===== src/hdl/inct_pkg.sv =====
// ----------------------------------------------------------------------------
// Nesting completeness tracker package
// Shared constants, character codes and types for the tracker and its
// next-state logic.
// ----------------------------------------------------------------------------
package inct_pkg;

    // Default width of each nesting counter.
    localparam int unsigned LEVEL_WIDTH_DEFAULT = 8;

    // Width of the level fields on the result channel.
    localparam int unsigned LEVEL_OUT_WIDTH = 8;

    // Command codes.
    localparam logic CMD_CONSUME = 1'b0;
    localparam logic CMD_CLEAR   = 1'b1;

    // Comment kind codes reported on the result channel.
    localparam logic [1:0] KIND_NONE  = 2'd0;
    localparam logic [1:0] KIND_LINE  = 2'd1;
    localparam logic [1:0] KIND_PAREN = 2'd2;

    // Character codes that the tracker reacts to.
    localparam logic [7:0] CH_BACKSLASH = 8'h5C;
    localparam logic [7:0] CH_LPAREN    = 8'h28;
    localparam logic [7:0] CH_RPAREN    = 8'h29;
    localparam logic [7:0] CH_LBRACKET  = 8'h5B;
    localparam logic [7:0] CH_RBRACKET  = 8'h5D;
    localparam logic [7:0] CH_LBRACE    = 8'h7B;
    localparam logic [7:0] CH_RBRACE    = 8'h7D;
    localparam logic [7:0] CH_COLON     = 8'h3A;
    localparam logic [7:0] CH_SEMICOLON = 8'h3B;
    localparam logic [7:0] CH_QUOTE     = 8'h22;
    localparam logic [7:0] CH_NEWLINE   = 8'h0A;

    // Lexical mode flags.
    typedef struct packed {
        logic quoted;
        logic escape;
        logic line_cmt;
        logic paren_cmt;
    } inct_flags_t;

    localparam inct_flags_t FLAGS_CLEAR = '{
        quoted:    1'b0,
        escape:    1'b0,
        line_cmt:  1'b0,
        paren_cmt: 1'b0
    };

endpackage


===== src/hdl/inct_next_state.sv =====
// ----------------------------------------------------------------------------
// Nesting completeness tracker: next-state logic
// Works out the counters and flags after one character or clear command,
// together with the complete flag and comment kind of the new state.
// ----------------------------------------------------------------------------
module inct_next_state
    import inct_pkg::*;
#(
    parameter int unsigned LEVEL_WIDTH = LEVEL_WIDTH_DEFAULT
)
(
    input  logic                   command,
    input  logic [7:0]             character,
    input  logic [LEVEL_WIDTH-1:0] bracket_cur,
    input  logic [LEVEL_WIDTH-1:0] brace_cur,
    input  logic [LEVEL_WIDTH-1:0] colon_cur,
    input  inct_flags_t            flags_cur,
    output logic [LEVEL_WIDTH-1:0] bracket_nxt,
    output logic [LEVEL_WIDTH-1:0] brace_nxt,
    output logic [LEVEL_WIDTH-1:0] colon_nxt,
    output inct_flags_t            flags_nxt,
    output logic                   complete_nxt,
    output logic [1:0]             kind_nxt
);

    localparam logic [LEVEL_WIDTH-1:0] LEVEL_MAX  = {LEVEL_WIDTH{1'b1}};
    localparam logic [LEVEL_WIDTH-1:0] LEVEL_ZERO = '0;
    localparam logic [LEVEL_WIDTH-1:0] LEVEL_ONE  = LEVEL_WIDTH'(1);

    logic [LEVEL_WIDTH-1:0] bracket_up;
    logic [LEVEL_WIDTH-1:0] bracket_dn;
    logic [LEVEL_WIDTH-1:0] brace_up;
    logic [LEVEL_WIDTH-1:0] brace_dn;
    logic [LEVEL_WIDTH-1:0] colon_up;
    logic [LEVEL_WIDTH-1:0] colon_dn;

    // Saturating increments that stop at the maximum and decrements that stop at zero.
    assign bracket_up = (bracket_cur == LEVEL_MAX)  ? bracket_cur : bracket_cur + LEVEL_ONE;
    assign bracket_dn = (bracket_cur == LEVEL_ZERO) ? bracket_cur : bracket_cur - LEVEL_ONE;
    assign brace_up   = (brace_cur == LEVEL_MAX)    ? brace_cur   : brace_cur + LEVEL_ONE;
    assign brace_dn   = (brace_cur == LEVEL_ZERO)   ? brace_cur   : brace_cur - LEVEL_ONE;
    assign colon_up   = (colon_cur == LEVEL_MAX)    ? colon_cur   : colon_cur + LEVEL_ONE;
    assign colon_dn   = (colon_cur == LEVEL_ZERO)   ? colon_cur   : colon_cur - LEVEL_ONE;

    // Character rules: clear command first, then comments, then strings, then plain source.
    always_comb
    begin
        bracket_nxt = bracket_cur;
        brace_nxt   = brace_cur;
        colon_nxt   = colon_cur;
        flags_nxt   = flags_cur;
        if (command == CMD_CLEAR)
        begin
            bracket_nxt = LEVEL_ZERO;
            brace_nxt   = LEVEL_ZERO;
            colon_nxt   = LEVEL_ZERO;
            flags_nxt   = FLAGS_CLEAR;
        end
        else if (flags_cur.line_cmt)
        begin
            if (character == CH_NEWLINE)
            begin
                flags_nxt.line_cmt = 1'b0;
            end
        end
        else if (flags_cur.paren_cmt)
        begin
            if (character == CH_RPAREN)
            begin
                flags_nxt.paren_cmt = 1'b0;
            end
        end
        else if (flags_cur.quoted)
        begin
            if (flags_cur.escape)
            begin
                flags_nxt.escape = 1'b0;
            end
            else if (character == CH_BACKSLASH)
            begin
                flags_nxt.escape = 1'b1;
            end
            else if (character == CH_QUOTE)
            begin
                flags_nxt.quoted = 1'b0;
            end
        end
        else
        begin
            unique case (character)
                CH_BACKSLASH: flags_nxt.line_cmt  = 1'b1;
                CH_LPAREN:    flags_nxt.paren_cmt = 1'b1;
                CH_QUOTE:     flags_nxt.quoted    = 1'b1;
                CH_LBRACKET:  bracket_nxt = bracket_up;
                CH_RBRACKET:  bracket_nxt = bracket_dn;
                CH_LBRACE:    brace_nxt   = brace_up;
                CH_RBRACE:    brace_nxt   = brace_dn;
                CH_COLON:     colon_nxt   = colon_up;
                CH_SEMICOLON: colon_nxt   = colon_dn;
                default:      ;
            endcase
        end
    end

    // Status of the new state.
    assign complete_nxt = (flags_nxt == FLAGS_CLEAR) && (bracket_nxt == LEVEL_ZERO) &&
                          (brace_nxt == LEVEL_ZERO) && (colon_nxt == LEVEL_ZERO);
    assign kind_nxt = flags_nxt.line_cmt  ? KIND_LINE  :
                      flags_nxt.paren_cmt ? KIND_PAREN : KIND_NONE;

endmodule


===== src/hdl/input_nesting_completeness_tracker.sv =====
// ----------------------------------------------------------------------------
// Input nesting completeness tracker
// Follows square-bracket, brace and colon-definition nesting plus string
// and comment modes over a stream of source characters, and reports after
// each character whether the source so far is complete.
//
//   Channel  Handshake             Payload
//   input    in_valid / in_ready   command, character
//   output   out_valid / out_ready complete, block_level, brace_level,
//                                  definition_level, inside_string,
//                                  comment_kind
//
// Each transfer passes through an input register, then the state update,
// which loads the result register.
// One character is accepted every cycle while the output is not stalled;
// the throughput is set by the combinational update of the counters and flags.
// Reset clears all counters and flags; the clear command does the same.
// A stalled output holds the result and the input register, and in_ready
// drops only while both stages are full.
// ----------------------------------------------------------------------------
module input_nesting_completeness_tracker
    import inct_pkg::*;
#(
    parameter int unsigned LEVEL_WIDTH = LEVEL_WIDTH_DEFAULT
)
(
    input  logic       clk,
    input  logic       rst_n,
    input  logic       in_valid,
    output logic       in_ready,
    input  logic       command,
    input  logic [7:0] character,
    output logic       out_valid,
    input  logic       out_ready,
    output logic       complete,
    output logic [7:0] block_level,
    output logic [7:0] brace_level,
    output logic [7:0] definition_level,
    output logic       inside_string,
    output logic [1:0] comment_kind
);

    // Input register.
    logic                   s1_valid_reg;
    logic                   s1_valid_next;
    logic                   s1_command_reg;
    logic [7:0]             s1_char_reg;

    // Tracker state.
    logic [LEVEL_WIDTH-1:0] bracket_reg;
    logic [LEVEL_WIDTH-1:0] brace_reg;
    logic [LEVEL_WIDTH-1:0] colon_reg;
    inct_flags_t            flags_reg;
    logic [LEVEL_WIDTH-1:0] bracket_next;
    logic [LEVEL_WIDTH-1:0] brace_next;
    logic [LEVEL_WIDTH-1:0] colon_next;
    inct_flags_t            flags_next;
    logic                   complete_next;
    logic [1:0]             kind_next;

    // Result register.
    logic                   out_valid_reg;
    logic                   out_valid_next;
    logic                   complete_reg;
    logic [LEVEL_OUT_WIDTH-1:0] block_level_reg;
    logic [LEVEL_OUT_WIDTH-1:0] brace_level_reg;
    logic [LEVEL_OUT_WIDTH-1:0] definition_level_reg;
    logic                   inside_string_reg;
    logic [1:0]             comment_kind_reg;
    logic [LEVEL_OUT_WIDTH-1:0] block_level_next;
    logic [LEVEL_OUT_WIDTH-1:0] brace_level_next;
    logic [LEVEL_OUT_WIDTH-1:0] definition_level_next;

    logic                   in_xfer;
    logic                   s1_advance;
    logic                   out_free;

    // Handshake control.
    assign out_free   = !out_valid_reg || out_ready;
    assign s1_advance = s1_valid_reg && out_free;
    assign in_ready   = !s1_valid_reg || out_free;
    assign in_xfer    = in_valid && in_ready;

    assign s1_valid_next  = in_xfer || (s1_valid_reg && !s1_advance);
    assign out_valid_next = s1_advance || (out_valid_reg && !out_ready);

    // State update for the character held in the input register.
    inct_next_state #(
        .LEVEL_WIDTH (LEVEL_WIDTH)
    ) u_next_state (
        .command      (s1_command_reg),
        .character    (s1_char_reg),
        .bracket_cur  (bracket_reg),
        .brace_cur    (brace_reg),
        .colon_cur    (colon_reg),
        .flags_cur    (flags_reg),
        .bracket_nxt  (bracket_next),
        .brace_nxt    (brace_next),
        .colon_nxt    (colon_next),
        .flags_nxt    (flags_next),
        .complete_nxt (complete_next),
        .kind_nxt     (kind_next)
    );

    // The level fields carry the low bits of each counter, zero-extended when the counter is narrower.
    generate
        if (LEVEL_WIDTH >= LEVEL_OUT_WIDTH)
        begin : g_level_trunc
            assign block_level_next      = bracket_next[LEVEL_OUT_WIDTH-1:0];
            assign brace_level_next      = brace_next[LEVEL_OUT_WIDTH-1:0];
            assign definition_level_next = colon_next[LEVEL_OUT_WIDTH-1:0];
        end
        else
        begin : g_level_ext
            assign block_level_next      = {{(LEVEL_OUT_WIDTH-LEVEL_WIDTH){1'b0}}, bracket_next};
            assign brace_level_next      = {{(LEVEL_OUT_WIDTH-LEVEL_WIDTH){1'b0}}, brace_next};
            assign definition_level_next = {{(LEVEL_OUT_WIDTH-LEVEL_WIDTH){1'b0}}, colon_next};
        end
    endgenerate

    // Valid bits and tracker state.
    always_ff @(posedge clk or negedge rst_n)
    begin
        if (!rst_n)
        begin
            s1_valid_reg  <= 1'b0;
            out_valid_reg <= 1'b0;
            bracket_reg   <= '0;
            brace_reg     <= '0;
            colon_reg     <= '0;
            flags_reg     <= FLAGS_CLEAR;
        end
        else
        begin
            s1_valid_reg  <= s1_valid_next;
            out_valid_reg <= out_valid_next;
            if (s1_advance)
            begin
                bracket_reg <= bracket_next;
                brace_reg   <= brace_next;
                colon_reg   <= colon_next;
                flags_reg   <= flags_next;
            end
        end
    end

    // Input payload register.
    always_ff @(posedge clk)
    begin
        if (in_xfer)
        begin
            s1_command_reg <= command;
            s1_char_reg    <= character;
        end
    end

    // Result payload register.
    always_ff @(posedge clk)
    begin
        if (s1_advance)
        begin
            complete_reg         <= complete_next;
            block_level_reg      <= block_level_next;
            brace_level_reg      <= brace_level_next;
            definition_level_reg <= definition_level_next;
            inside_string_reg    <= flags_next.quoted;
            comment_kind_reg     <= kind_next;
        end
    end

    assign out_valid        = out_valid_reg;
    assign complete         = complete_reg;
    assign block_level      = block_level_reg;
    assign brace_level      = brace_level_reg;
    assign definition_level = definition_level_reg;
    assign inside_string    = inside_string_reg;
    assign comment_kind     = comment_kind_reg;

    // The two comment modes exclude each other.
    assert property (@(posedge clk) disable iff (!rst_n)
        !(flags_reg.line_cmt && flags_reg.paren_cmt))
    else $error("line and parenthesis comment both active");

    // An escape is only pending inside a string.
    assert property (@(posedge clk) disable iff (!rst_n)
        flags_reg.escape |-> flags_reg.quoted)
    else $error("escape pending outside a string");

    // A clear command always yields a complete result.
    assert property (@(posedge clk) disable iff (!rst_n)
        (s1_advance && s1_command_reg == CMD_CLEAR) |=> (out_valid && complete))
    else $error("clear command did not give a complete result");

    // A complete result shows no string and no comment.
    assert property (@(posedge clk) disable iff (!rst_n)
        (out_valid && complete) |-> (!inside_string && comment_kind == KIND_NONE))
    else $error("complete reported inside a string or comment");

endmodule

===== config.mk =====
export PLATFORM = sky130hd
export DESIGN_NAME = input_nesting_completeness_tracker
export DESIGN_NICKNAME = d
export VERILOG_FILES = /design/src/hdl/inct_pkg.sv /design/src/hdl/inct_next_state.sv /design/src/hdl/input_nesting_completeness_tracker.sv
export SDC_FILE = /design/constraint.sdc
export NUM_CORES = 1
export LEC_CHECK = 0
export CAP_MARGIN = 20
export CORE_MARGIN = 5
export CORE_UTILIZATION = 45
export DETAILED_ROUTE_END_ITERATION = 7
export DONT_BUFFER_PORTS = 1
export PLACE_DENSITY = 0.61
export SLEW_MARGIN = 10
export SYNTH_ARGS = -nofsm -noshare
export SYNTH_HDL_FRONTEND = slang
export SYNTH_SLANG_ARGS = --single-unit
export TNS_END_PERCENT = 5

===== constraint.sdc =====
create_clock -name clk -period 5.75 [get_ports clk]
set_clock_uncertainty 0.2 [all_clocks]
set_input_delay 0.575 -clock clk [delete_from_list [all_inputs] [get_ports clk]]
set_output_delay 0.575 -clock clk [all_outputs]
set_load 0.01 [all_outputs]

======== Word level (Yosys, flattened, before mapping) ========
Index checks and enable logic that the tools add are counted.
operators by class
  add/subtract/negate cells ............... 6
  eq/ne operators ......................... 14
  muxes and demuxes ....................... 40
  reduce and logical (&&, ||, !) cells .... 22
operators with widths
  kind                                                  count
  2-to-1 mux 8 bit                                      18
  zero test 8 bit                                       6
  case mux 8 bit (2 select lines)                       3
  equality test 8 x 6 -> 1 bit (second input constant)  5
  equality test 8 x 7 -> 1 bit (second input constant)  5
  adder 8 x 1 -> 8 bit (second input constant)          3
  equality test 8 bit (second input constant)           3
  subtractor 8 x 1 -> 8 bit (second input constant)     3
  2-to-1 mux 1 bit                                      14
  equality test 8 x 4 -> 1 bit (second input constant)  1
  logical AND 1 bit                                     7
  2-to-1 mux 2 bit                                      3
  zero test 1 bit                                       4
  zero test 4 bit                                       1
  logical OR 1 bit                                      4
  2-to-1 mux 4 bit                                      1
  2-to-1 mux 3 bit                                      1
word-level totals
  register bits ........................... 67
  input bits .............................. 13
  output and inout port bits .............. 30
  logic and storage cells ................. 99

======== Depth between registers and ports, before layout ========
Gate-level depths: netlist (run 1).
  depth in word-level cells ............... 12
  gate-level depth with buffers ........... 9
  depth with buffers taken out ............ 9

======== Modules after synthesis ========
A second synthesis (run 1) with hierarchy kept.
unflattened totals
  cell total of the unflattened synthesis .. 448
  area, all modules ....................... 4,630.7 µm²
modules (own cells, without submodules)
  module                              times used  cells an instance  area each (µm²)  seq. area each (µm²)
  inct_next_state                     1           343                2,339.7          0.0
  input_nesting_completeness_tracker  1           105                2,290.9          1,861.8

======== Worst setup path before layout (run 1) ========
OpenSTA, ideal clock, no wires.
  path type ............................... flip-flop to flip-flop
  from .................................... register colon_reg[0]
  to ...................................... register complete_reg (netlist: complete) (data pin)
  library setup time ...................... 170 ps
  arrival ................................. 2,579 ps
  data required time ...................... 5,380 ps
  path slack .............................. 2,802 ps
  stages on the path, launching flop included .. 10
  buffers on the path ..................... 0
  period minus slack after synthesis ...... 2,948 ps
  cell sequence ........................... dfrtp_1 inv_1 ha_1 nor3b_1 a211o_2 a2111oi_2 mux2_2 a2111oi_0 nand4_1 nor4_2
on the way
  longest elaborated chain between the ends .. 9
  elaborated cells between the ends (all ways) .. 13
  those cells by class .................... add/sub (2); eq/ne (1); mux (7); reduce/logical (3)
ends and longest elaborated chain
  element                                            line                                          RTL
  start, declared                                    input_nesting_completeness_tracker.sv:52      logic [LEVEL_WIDTH-1:0] colon_reg;
  start signal, assigned                             input_nesting_completeness_tracker.sv:141     colon_reg <= colon_next;
  subtractor 8 x 1 -> 8 bit (tied with other cells)  inct_next_state.sv:43                         assign colon_dn = (colon_cur == LEVEL_ZERO) ? colon_cur : colon_cur - LEVEL_ONE;
  2-to-1 mux 8 bit (on tied branches)                inct_next_state.sv:43, inct_next_state.sv:42
  case mux 8 bit (2 select lines)                    inct_next_state.sv:90                         unique case (character)
  2-to-1 mux 8 bit                                   inct_next_state.sv:73                         else if (flags_cur.quoted)
  2-to-1 mux 8 bit                                   inct_next_state.sv:66                         else if (flags_cur.paren_cmt)
  2-to-1 mux 8 bit *                                 inct_next_state.sv:59                         else if (flags_cur.line_cmt)
  2-to-1 mux 8 bit *                                 inct_next_state.sv:52                         if (command == CMD_CLEAR)
  via colon_next[0]                                  input_nesting_completeness_tracker.sv:56      logic [LEVEL_WIDTH-1:0] colon_next;
  zero test 8 bit *                                  inct_next_state.sv:107                        (brace_nxt == LEVEL_ZERO) && (colon_nxt == LEVEL_ZERO);
  logical AND 1 bit *                                inct_next_state.sv:107
  via complete_next                                  input_nesting_completeness_tracker.sv:58      logic complete_next;
  end signal, assigned                               input_nesting_completeness_tracker.sv:162     complete_reg <= complete_next;
  end, declared                                      input_nesting_completeness_tracker.sv:64      logic complete_reg;
Mark *: on every way through the listed nets, which the timed path passes. The rest lies on a longest branch.
A chain may end at the register's enable or synchronous reset.

======== Worst setup path after layout (run 1) ========
  from .................................... register s1_char_reg[1]
  to ...................................... register complete_reg (netlist: complete) (data pin)
on the way
  elaborated cells between the ends (all ways) .. 51
  those cells by class .................... eq/ne (11); mux (33); reduce/logical (7)
RTL lines
  element                            line                                       RTL
  start, declared                    input_nesting_completeness_tracker.sv:47   logic [7:0] s1_char_reg;
  start signal, assigned             input_nesting_completeness_tracker.sv:153  s1_char_reg <= character;
  equality test 8 x 7 -> 1 bit       inct_next_state.sv:90
  case mux 8 bit (2 select lines) *  inct_next_state.sv:90
  2-to-1 mux 8 bit *                 inct_next_state.sv:73
  2-to-1 mux 8 bit *                 inct_next_state.sv:66
  2-to-1 mux 8 bit *                 inct_next_state.sv:59
  2-to-1 mux 8 bit *                 inct_next_state.sv:52
  via brace_level_next[0]            input_nesting_completeness_tracker.sv:71   logic [LEVEL_OUT_WIDTH-1:0] brace_level_next;
  zero test 8 bit *                  inct_next_state.sv:107
  logical AND 1 bit *                inct_next_state.sv:106                     assign complete_nxt = (flags_nxt == FLAGS_CLEAR) && (bracket_nxt == LEVEL_ZERO) &&
  logical AND 1 bit *                inct_next_state.sv:107
  via complete_next                  input_nesting_completeness_tracker.sv:58
Marked as above.

==> results.md, run 1 <==
- Setup slack, reg-to-reg: 2390 ps
- DRC: 0
- EDFF count, synth: 37
- Layout cell share with drive strength beyond 1: 12.19%
- Register area share after synthesis: 41.88%
- Core ar.: 9684 sq um
- Chip height: 109.4 microns
- Setup Viol. Count Final: 0
- Synth Flop Type: edfxtp_1
- Initial core utilization: 45.90%
- Final hold violation count: 0
- Sink Count: 67
- Hold buffers post-CTS: 2
- Syn nets: 476
- Routed Antenna Nets: 0
- # IOs: 43
- Gate count of the mapped netlist: 454
- Vias per cell: 6.406
- Post-DP HPWL: 8198 microns
- Yosys cell types: 82
- VDD IR max: 0.1203 mV
- Total GRT Usage: 20.14%
- Required @ worst endpoint: 5740 ps
- WP depth: 7
- Clock transition at the registers of the reported paths: 80 ps
- Crit path kind: reg2reg
- Leakage: 1.653 nW
- Pin count of the biggest net entering global routing: 35
- Cell Area, Synth: 4446 sq um
- CP Capture Type: register
- WP data arrival: 3350 ps
- Die area: 11970 sq um
- Worst hold margin: 111.5 ps
- Crit Reg-Reg Startpoint: s1_char_reg[1]$_DFFE_PP_
- Status: completed
- Chip width: 109.4 microns
- Port Buf Inserts: 0
- Final wirelength: 11640 microns
- Site row count: 36
- Placer Congestion: 0.9276
- Worst Hold Class: in2reg
- PwrDens: 216.3 nW/um^2
- Worst-path cell chain: nand4b_1 > a211o_1 > a21oi_1 > mux2_2 > a2111oi_0 > nand4_1 > nor4_2
- Min cycle time layout: 3361 ps
- Ys async rst share: 44.78%
- Worst Setup EP: complete$_DFFE_PP_
- Crit. Startpoint: s1_char_reg[1]$_DFFE_PP_
- Total Neg Setup Slack: 0 ps
- Final-layout fill cell count: 928
- Syn Area/Cell: 9.792 sq um
- Worst-skew pair later-pin latency: 360 ps
- Max Slew Vio Count: 0
- Drt first pass iters: 5
- Ys Warns: 0
- Register bit total from synthesis: 67
- CTS H-tree depth: 3
- Slew margin rel.: 50.45%
- RSZ-0062 raised after global routing: false
- Least-Margin Pin Slew: 736.5 ps
- RR Endpoint: complete$_DFFE_PP_
- Clk root buf: clkbuf_8
- Critical path's largest stage delay: 590 ps
- Area delta synth->final: 5.488%
- Final #Nets: 460
- Buf/Inv on CP: 0
- Global-route wire length before repair: 18610 microns
- Vias in the first global route: 3416
- Max Cap Violations: 0
- CP startpoint kind: register
- Initial antenna violation count: 0
- DRT iter0 DRCs: 302
- PostCTS Resize Cnt: 0
- R2R cell count: 7
- Gr ovfl total: 0
- CTS tree: yes
- Antenna Cells: 0
- CP max-delay cell: edfxtp_1
- Fmax: 0.2976 GHz
- Worst path top cell family by delay: compound AO/OA/AOI/OAI gates
- Period utilization: 58.45%
- Number of buffers created by CTS: 9
- CTS Buffer Depth: 2
- Via count: 3690
- Post-CTS setup buffers: 0
- CP max FO: 11
- Drt wl/cell: 20.21 microns
-- layout by cell type, fill, tap and decap left out, types with 10 or more instances in the layout --
cell type / instances
nor3_1: 11
dfrtp_1: 30
a21oi_1: 16
a31oi_1: 10
nor2_1: 26
o21ai_0: 28
inv_1: 17
nand3_1: 14
edfxtp_1: 37
nand2_1: 40
mux2_2: 13
-- stage by stage --
step	worst slack (ps)	cells	instance area (sq um)	power (mW)	utilization (%)
CTS	2425	576	4690	1.025	48.42
finish	2389	576	4690	1.014	48.42
detailed placement	2475	558	4478	0.6360	46.24
global placement	2547	558	4478	0.6332	46.24
floorplan	2802	454	4446	0.6155	-
global route	2244	576	4690	1.054	48.42
-- synthesized netlist by cell type (all sizes together), types with 9 or more instances --
library cell | number | share of area [%]
nand4 | 9 | 1.4
nor4 | 14 | 3.4
o21ai | 29 | 3.3
edfxtp | 37 | 25
nand2b | 9 | 1.3
nand3 | 14 | 1.6
nor2 | 26 | 2.2
clkbuf | 16 | 1.4
buf | 15 | 2.0
a31oi | 10 | 1.4
dfrtp | 30 | 17
nand2 | 40 | 3.4
inv | 18 | 1.5
mux2 | 13 | 3.3
nor3 | 12 | 1.6
a21oi | 16 | 1.8
ha | 9 | 2.5
-- area by class of cell --
type,instances,area (sq um),share of cell area (%)
timing repair buffer,4,45.04,0.9605
tap,133,166.4,3.549
inverter,19,71.32,1.521
clock inverter,7,57.56,1.227
sequential,67,1862,39.70
multi-input combinational,337,2364,50.40
clock buffer,9,123.9,2.641
-- worst min path at each step --
stage                            start                  endpoint  slack, ps  depth (start not counted)
after floorplan                  rst_n  brace_reg[0]$_DFFE_PN0P_         80                          0
after global placement           rst_n  colon_reg[3]$_DFFE_PN0P_         80                          0
after detailed placement         rst_n  colon_reg[3]$_DFFE_PN0P_         80                          0
after CTS                 character[0]  s1_char_reg[0]$_DFFE_PP_        100                          0
after global routing      character[1]  s1_char_reg[1]$_DFFE_PP_         90                          0
final                     character[0]  s1_char_reg[0]$_DFFE_PP_        110                          0
-- kinds of logic after synthesis --
logic type | count (synthesis) | share of synthesized area, %
xor gates and xnor gates | 2 | 0.5630
adders and majority gates | 9 | 2.533
muxes | 17 | 4.194
and+or+nand+nor | 181 | 25.47
buffers and inverters | 50 | 4.953
DFF | 67 | 41.88
AOI/OAI and AO/OA | 128 | 20.41
-- power breakdown --
part	switching (mW)	leakage, nW	total, mW	internal, mW
clock network	0.220	0.0847	0.383	0.163
logic	0.0513	0.791	0.0737	0.0224
registers	0.0257	0.777	0.558	0.532
total	0.297	1.65	1.01	0.717
-- routing by layer --
metal / GRT usage (%) / wire (microns)
met5: 0 / 0
met4: 6.768 / 227
met3: 3.112 / 775
met2: 32.52 / 5559
met1: 27.67 / 5078
No activity file was read; power rests on OpenSTA's default activity.
==> inputs of run 2 (changes only) <==
ABC_AREA = 1   (was unset)
clock period = 3.4 ns   (was 5.75 ns; I/O delays follow)
==> run 2 against run 1 <==
Against the previous run:
- non-clock buffer count grew 13
- first-iteration DRC count shrank 17%
- highest routed layer unchanged
- synthesized area shrank 1.2%
- critical path depth grew 6
- final cell count grew 30%
- power grew 87%
==> results.md, run 2 <==
- DRC: 0 (unchanged)
- Post-DP HPWL: 7446 microns (-9.2%)
- CTS H-tree depth: 3 (unchanged)
- Drt first pass iters: 5 (unchanged)
- Comb power frac: 9.4% (+2.1 points)
- Placer Congestion: 0.9007 (-2.9%)
- Clock transition at the registers of the reported paths: 70 ps (about the same)
- Die area: 11840 sq um (-1.1%)
- Register bit total from synthesis: 67 (unchanged)
- Port Buf Inserts: 0 (unchanged)
- Most frequent cells in the layout: 172 x nand2_1, 74 x inv_1, 67 x nand3_1
- Crit path kind: reg2reg
- DRT iter0 DRCs: 252 (-17%)
- Cell Area, Synth: 4393 sq um (-1.2%)
- Multi-input logic area: 2126 sq um (-10%)
- Area delta synth->final: 10.91%
- Clk root buf: clkbuf_8
- Chip height: 108.8 microns (-0.53%)
- CP startpoint kind: register
- Clock Power Share: 39.8% (+2.0 points)
- Crit Reg-Reg Startpoint: colon_reg[1]$_DFFE_PN0P_
- PwrDens: 389.7 nW/um^2 (+80%)
- RR Endpoint: complete$_DFFE_PP_
- Syn Area/Cell: 7.334 sq um (-25%)
- Pin count of the biggest net entering global routing: 35 (unchanged)
- Psw: 0.4810 mW (+62%)
- Chip width: 108.8 microns (-0.53%)
- Most instantiated library cell after synthesis: nand2_1
- Setup slack, reg-to-reg: 1070 ps (-1320 ps)
- Post-synthesis cell type with the largest combined area: edfxtp_1
- CP max FO: 6 (-5)
- R2R cell count: 13 (+6)
- Final hold violation count: 0 (unchanged)
- Initial antenna violation count: 0 (unchanged)
- Worst hold margin: 246.4 ps (+134.9 ps)
- Gr ovfl total: 0 (unchanged)
- CP Capture Type: register
- Ys Warns: 0 (unchanged)
- Worst-skew pair later-pin latency: 360 ps (about the same)
- Min cycle time layout: 2326 ps (-1034 ps)
- CTS tree: yes
- # IOs: 43 (unchanged)
- Final-layout fill cell count: 962 (+3.7%)
- Internal Pwr Total: 1.418 mW (+98%)
- Number of buffers created by CTS: 9 (unchanged)
- Register area share after synthesis: 42.38% (+0.50 points)
- Final #Nets: 634 (+38%)
- Status: completed
- Synth cell count leaders: 172 x nand2_1, 74 x inv_1, 67 x nand3_1, 52 x nor2_1, 40 x o21ai_0
- Vias per cell: 5.121 (-20%)
- Period utilization: 68.42% (+10 points)
- Synth Flop Type: edfxtp_1
- Via count: 3836 (+4.0%)
- Routed Antenna Nets: 0 (unchanged)
- Drt wl/cell: 13.81 microns (-32%)
- VDD IR max: 0.2124 mV (+77%)
- Setup Viol. Count Final: 0 (unchanged)
- Total Neg Setup Slack: 0 ps (unchanged)
- Slew margin rel.: 51.35% (+0.90 points)
- Syn nets: 621 (+30%)
- Total GRT Usage: 18.87% (-1.3 points)
- RSZ-0062 raised after global routing: false
- Ys async rst share: 44.78% (unchanged)
- Max Cap Violations: 0 (unchanged)
- Least-Margin Pin Slew: 728.1 ps (-8.403 ps)
- EDFF count, synth: 37 (unchanged)
- Max Slew Vio Count: 0 (unchanged)
- Initial core utilization: 45.57% (-0.33 points)
- Final wirelength: 10340 microns (-11%)
- Worst Hold Class: in2async
- Register area: 1862 sq um (unchanged)
- Leakage: 2.275 nW (+38%)
- CTS Buffer Depth: 2 (unchanged)
- Synth top area share: 25.29% (+0.30 points)
- Sequential share of power: 50.8% (-4.2 points)
- Commonest non-fill, non-tap cell in the layout: nand2_1
- Switching Share: 25.34% (-4.0 points)
- Vias in the first global route: 3603 (+5.5%)
- Core ar.: 9639 sq um (-0.47%)
- Antenna Cells: 0 (unchanged)
- Gate count of the mapped netlist: 599 (+32%)
- WP data arrival: 2350 ps (-1000 ps)
- Required @ worst endpoint: 3430 ps (-2310 ps)
- Yosys cell types: 28 (-66%)
- Global-route wire length before repair: 17280 microns (-7.2%)
- Site row count: 36 (unchanged)
- Layout cell share with drive strength beyond 1: 11.04% (-1.2 points)
- Sink Count: 67 (unchanged)
- Ranking of synthesized cells by area: edfxtp_1 25%, dfrtp_1 17%, nand2_1 15%, nand3_1 7.6%, inv_1 6.3%
- Fmax: 0.4299 GHz (+44%)
-- run 2: cell type report --
type,instances,share of cell area (%)
sequential,67,38.21
tap,133,3.416
inverter,85,6.754
clock inverter,2,1.233
timing repair buffer,17,3.493
clock buffer,13,3.261
multi-input combinational,432,43.63
-- run 2: worst max-delay path by stage --
stage | end | cells after the start | startpoint | slack [ps]
floorplan | block_level[0]$_DFFE_PP_ | 5 | out_valid$_DFF_PN0_ | 1290
global placement | complete$_DFFE_PP_ | 13 | colon_reg[1]$_DFFE_PN0P_ | 1110
detailed placement | complete$_DFFE_PP_ | 13 | colon_reg[1]$_DFFE_PN0P_ | 1100
CTS | complete$_DFFE_PP_ | 13 | colon_reg[1]$_DFFE_PN0P_ | 1090
global route | complete$_DFFE_PP_ | 13 | colon_reg[1]$_DFFE_PN0P_ | 810
finish | complete$_DFFE_PP_ | 13 | colon_reg[1]$_DFFE_PN0P_ | 1070
-- run 2: power groups by stage --
stage | Sequential, mW | Clock, mW | Combinational [mW]
final | 0.964 | 0.756 | 0.178
after global placement | 0.982 | 0 | 0.156
after CTS | 0.966 | 0.772 | 0.180
after floorplan | 0.970 | 0 | 0.123
after detailed placement | 0.983 | 0 | 0.157
after global routing | 0.970 | 0.813 | 0.202
-- run 2: logic make-up (layout without fill, tap and decap cells) --
group                      Yosys count  after routing  synth area share [%]
and+or+nand+nor                    347            347                 36.20
buffers and inverters              100            117                 9.228
AOI/OAI and AO/OA                   68             68                 8.032
DFF                                 67             67                 42.38
adders and majority gates            9              9                 2.563
xor gates and xnor gates             8              8                 1.595
-- run 2: critical path, stage by stage, from the launching register on --
cell     delay (ps)
dfrtp_1         430
ha_1            250
nand2_1          90
nor2_1          210
nand3_2         160
nand2_1         140
nand2_2          70
nand2_2          60
nand2_1          40
nand3_1         110
nand2_1          80
nor2_1          160
nand3_1         100
nor2_1           80
-- run 2: what timing repair did --
item | 4_1_cts | 5_1_grt
setup buffers | 0 | 0
endpoints found under the hold margin | 41 | 0
gates resized for setup | 0 | 0
hold buffers | 13 | 0
-- run 2: per-layer routing --
| metal | track usage, % | up-vias | wire (microns) |
|---|---|---|---|
| met5 | 0 | - | 0 |
| met4 | 9.739 | 0 | 239 |
| met3 | 3.552 | 15 | 512 |
| met2 | 30.76 | 108 | 4947 |
| met1 | 23.86 | 1749 | 4645 |
| li1 | - | 1964 | - |
-- run 2: per-stage QoR --
stage               instance area [sq um]  std cells  setup slack (ps)  power [mW]  utilization, %
floorplan                            4393        599              1294       1.093               -
global placement                     4513        721              1112       1.138           46.82
detailed placement                   4513        721              1102       1.140           46.82
CTS                                  4872        749              1090       1.918           50.55
global route                         4872        749             810.3       1.985           50.55
finish                               4872        749              1074       1.899           50.55
==> inputs of run 3 (changes only) <==
clock period = 2.2 ns   (was 3.4 ns; I/O delays follow)
==> run 3 against run 2 <==
Against the previous run:
- setup slack worse by 1000 ps
- critical path type unchanged
- final area up 14%
- largest cell class unchanged
- highest routed layer unchanged
- die area did not move
==> results.md, run 3 (synthesis results as in run 2) <==
- Status: completed
- WP data arrival: 2080 ps (-270 ps)
- Max Slew Vio Count: 0 (unchanged)
- Final hold violation count: 0 (unchanged)
- Crit path kind: reg2reg
- Commonest non-fill, non-tap cell in the layout: nand2_1
- DRC: 0 (unchanged)
- Required @ worst endpoint: 2120 ps (-1310 ps)
- Least-Margin Pin Slew: 340.0 ps (-388.1 ps)
- Port Buf Inserts: 0 (unchanged)
- Leakage: 2.659 nW (+17%)
- CP startpoint kind: register
- Post-DP HPWL: 7875 microns (+5.8%)
- CTS Buffer Depth: 2 (unchanged)
- Chip height: 108.8 microns (unchanged)
- Drt first pass iters: 6 (+1)
- Area delta synth->final: 26.77%
- VDD IR max: 0.3611 mV (+70%)
- Global-route wire length before repair: 18690 microns (+8.2%)
- Final wirelength: 11470 microns (+11%)
- Sink Count: 67 (unchanged)
- DRT iter0 DRCs: 223 (-12%)
- CTS H-tree depth: 3 (unchanged)
- CTS tree: yes
- Worst-skew pair later-pin latency: 350 ps (about the same)
- Final #Nets: 699 (+10%)
- Initial antenna violation count: 0 (unchanged)
- Layout cell share with drive strength beyond 1: 26.69% (+16 points)
- Die area: 11840 sq um (unchanged)
- Vias per cell: 5.083 (-0.74%)
- Period utilization: 97.93% (+30 points)
- Setup Viol. Count Final: 0 (unchanged)
- Slew margin rel.: 77.33% (+26 points)
- Initial core utilization: 45.57% (unchanged)
- Number of buffers created by CTS: 9 (unchanged)
- Drt wl/cell: 14.07 microns (+1.9%)
- Pin count of the biggest net entering global routing: 36 (+2.9%)
- Routed Antenna Nets: 0 (unchanged)
- Setup slack, reg-to-reg: 50 ps (-1030 ps)
- Pre-CTS setup slack: -165.6 ps (-1268 ps)
- Clk root buf: clkbuf_8
- Via count: 4143 (+8.0%)
- RSZ-0062 raised after global routing: true
- Total GRT Usage: 20.35% (+1.5 points)
- Vias in the first global route: 3885 (+7.8%)
- Max Cap Violations: 0 (unchanged)
- Final worst slack: 45.61 ps (-1028 ps)
- Core ar.: 9639 sq um (unchanged)
- Fmax: 0.4642 GHz (+8.0%)
- Worst Hold Class: in2async
- Site row count: 36 (unchanged)
- Worst hold margin: 119.0 ps (-127.4 ps)
- PwrDens: 513.0 nW/um^2 (+32%)
- # IOs: 43 (unchanged)
- Clock transition at the registers of the reported paths: 80 ps (about the same)
- CP Capture Type: register
- Final core utilization: 57.78% (+7.2 points)
- Chip width: 108.8 microns (unchanged)
- Placer Congestion: 0.9240 (+2.6%)
- Total power draw: 2.857 mW (+50%)
- Most frequent cells in the layout: 155 x nand2_1, 66 x buf_4, 65 x inv_1, 65 x nand3_1, 42 x nor2_1
- Gr ovfl total: 0 (unchanged)
- CP max FO: 4 (-2)
- Antenna Cells: 0 (unchanged)
- Min cycle time layout: 2154 ps (-171.9 ps)
run 3: cell count changes in the layout (fill, tap and decap cells not counted), sizes merged:
cell,delta
clkbuf,-2
inv,+2
buf,+64
clkinvlp,+2
bufinv,-1
dlygate4sd3,+1
run 3: per-stage QoR:
stage	std cells	TNS [ps]	instance area (sq um)
3_5_place_dp	763	-165.6	4828
6_report	815	0	5569
4_1_cts	798	0	5221
3_3_place_gp	763	-113.9	4828
2_1_floorplan	599	0	4393
5_1_grt	815	-170.2	5569
run 3: layout make-up:
class | instances | area, sq um
Clock buffer | 11 | 141.4
Clock inverter | 5 | 52.55
Fill cell | 889 | 4070
Inverter | 85 | 340.3
Multi-Input combinational cell | 432 | 2322
Sequential cell | 67 | 1869
Tap cell | 133 | 166.4
Timing Repair Buffer | 82 | 676.9
run 3: layer usage:
layer	global-route usage (%)	wire length (microns)	vias up
met2	32.79	5488	127
met3	4.263	570	25
met5	0	0	-
met4	7.484	270	0
li1	-	-	2097
met1	27.05	5136	1894
run 3: what timing repair did:
action / in CTS / in global routing
gates resized for setup: 5 / 66
setup endpoints to repair: 1 / 5
pin swaps: 0 / 29
hold buffers: 14 / 0
hold endpoints to repair: 41 / 0
setup buffers: 5 / 17
run 3: worst paths after layout:
path | from | endpoint | cells after the start
max | s1_char_reg[1]$_DFFE_PP_ | complete$_DFFE_PP_ | 15
min | rst_n | brace_reg[3]$_DFFE_PN0P_ | 2
max reg2reg | s1_char_reg[1]$_DFFE_PP_ | complete$_DFFE_PP_ | 15
min reg2reg | s1_valid_reg$_DFF_PN0_ | out_valid$_DFF_PN0_ | 2
max in group asynchronous | rst_n | colon_reg[2]$_DFFE_PN0P_ | 2
min in group clk | character[3] | s1_char_reg[3]$_DFFE_PP_ | 1
run 3: critical path: stages (launching register included):
cell	delay, ps
edfxtp_1	430
buf_6	130
nand2_4	40
nor2_4	160
nand2_2	110
nor2_4	180
inv_2	60
buf_4	130
nand2_1	50
nand3_1	60
nand2_1	80
nand2_2	70
nand2_2	80
nor2_4	50
nand3_2	60
nor2_1	40
run 3: report_power, final:
group	switching [mW]	total, mW	internal (mW)
Combinational	0.221	0.331	0.111
Sequential	0.0719	1.49	1.42
Clock	0.489	1.04	0.549
Total	0.781	2.86	2.08
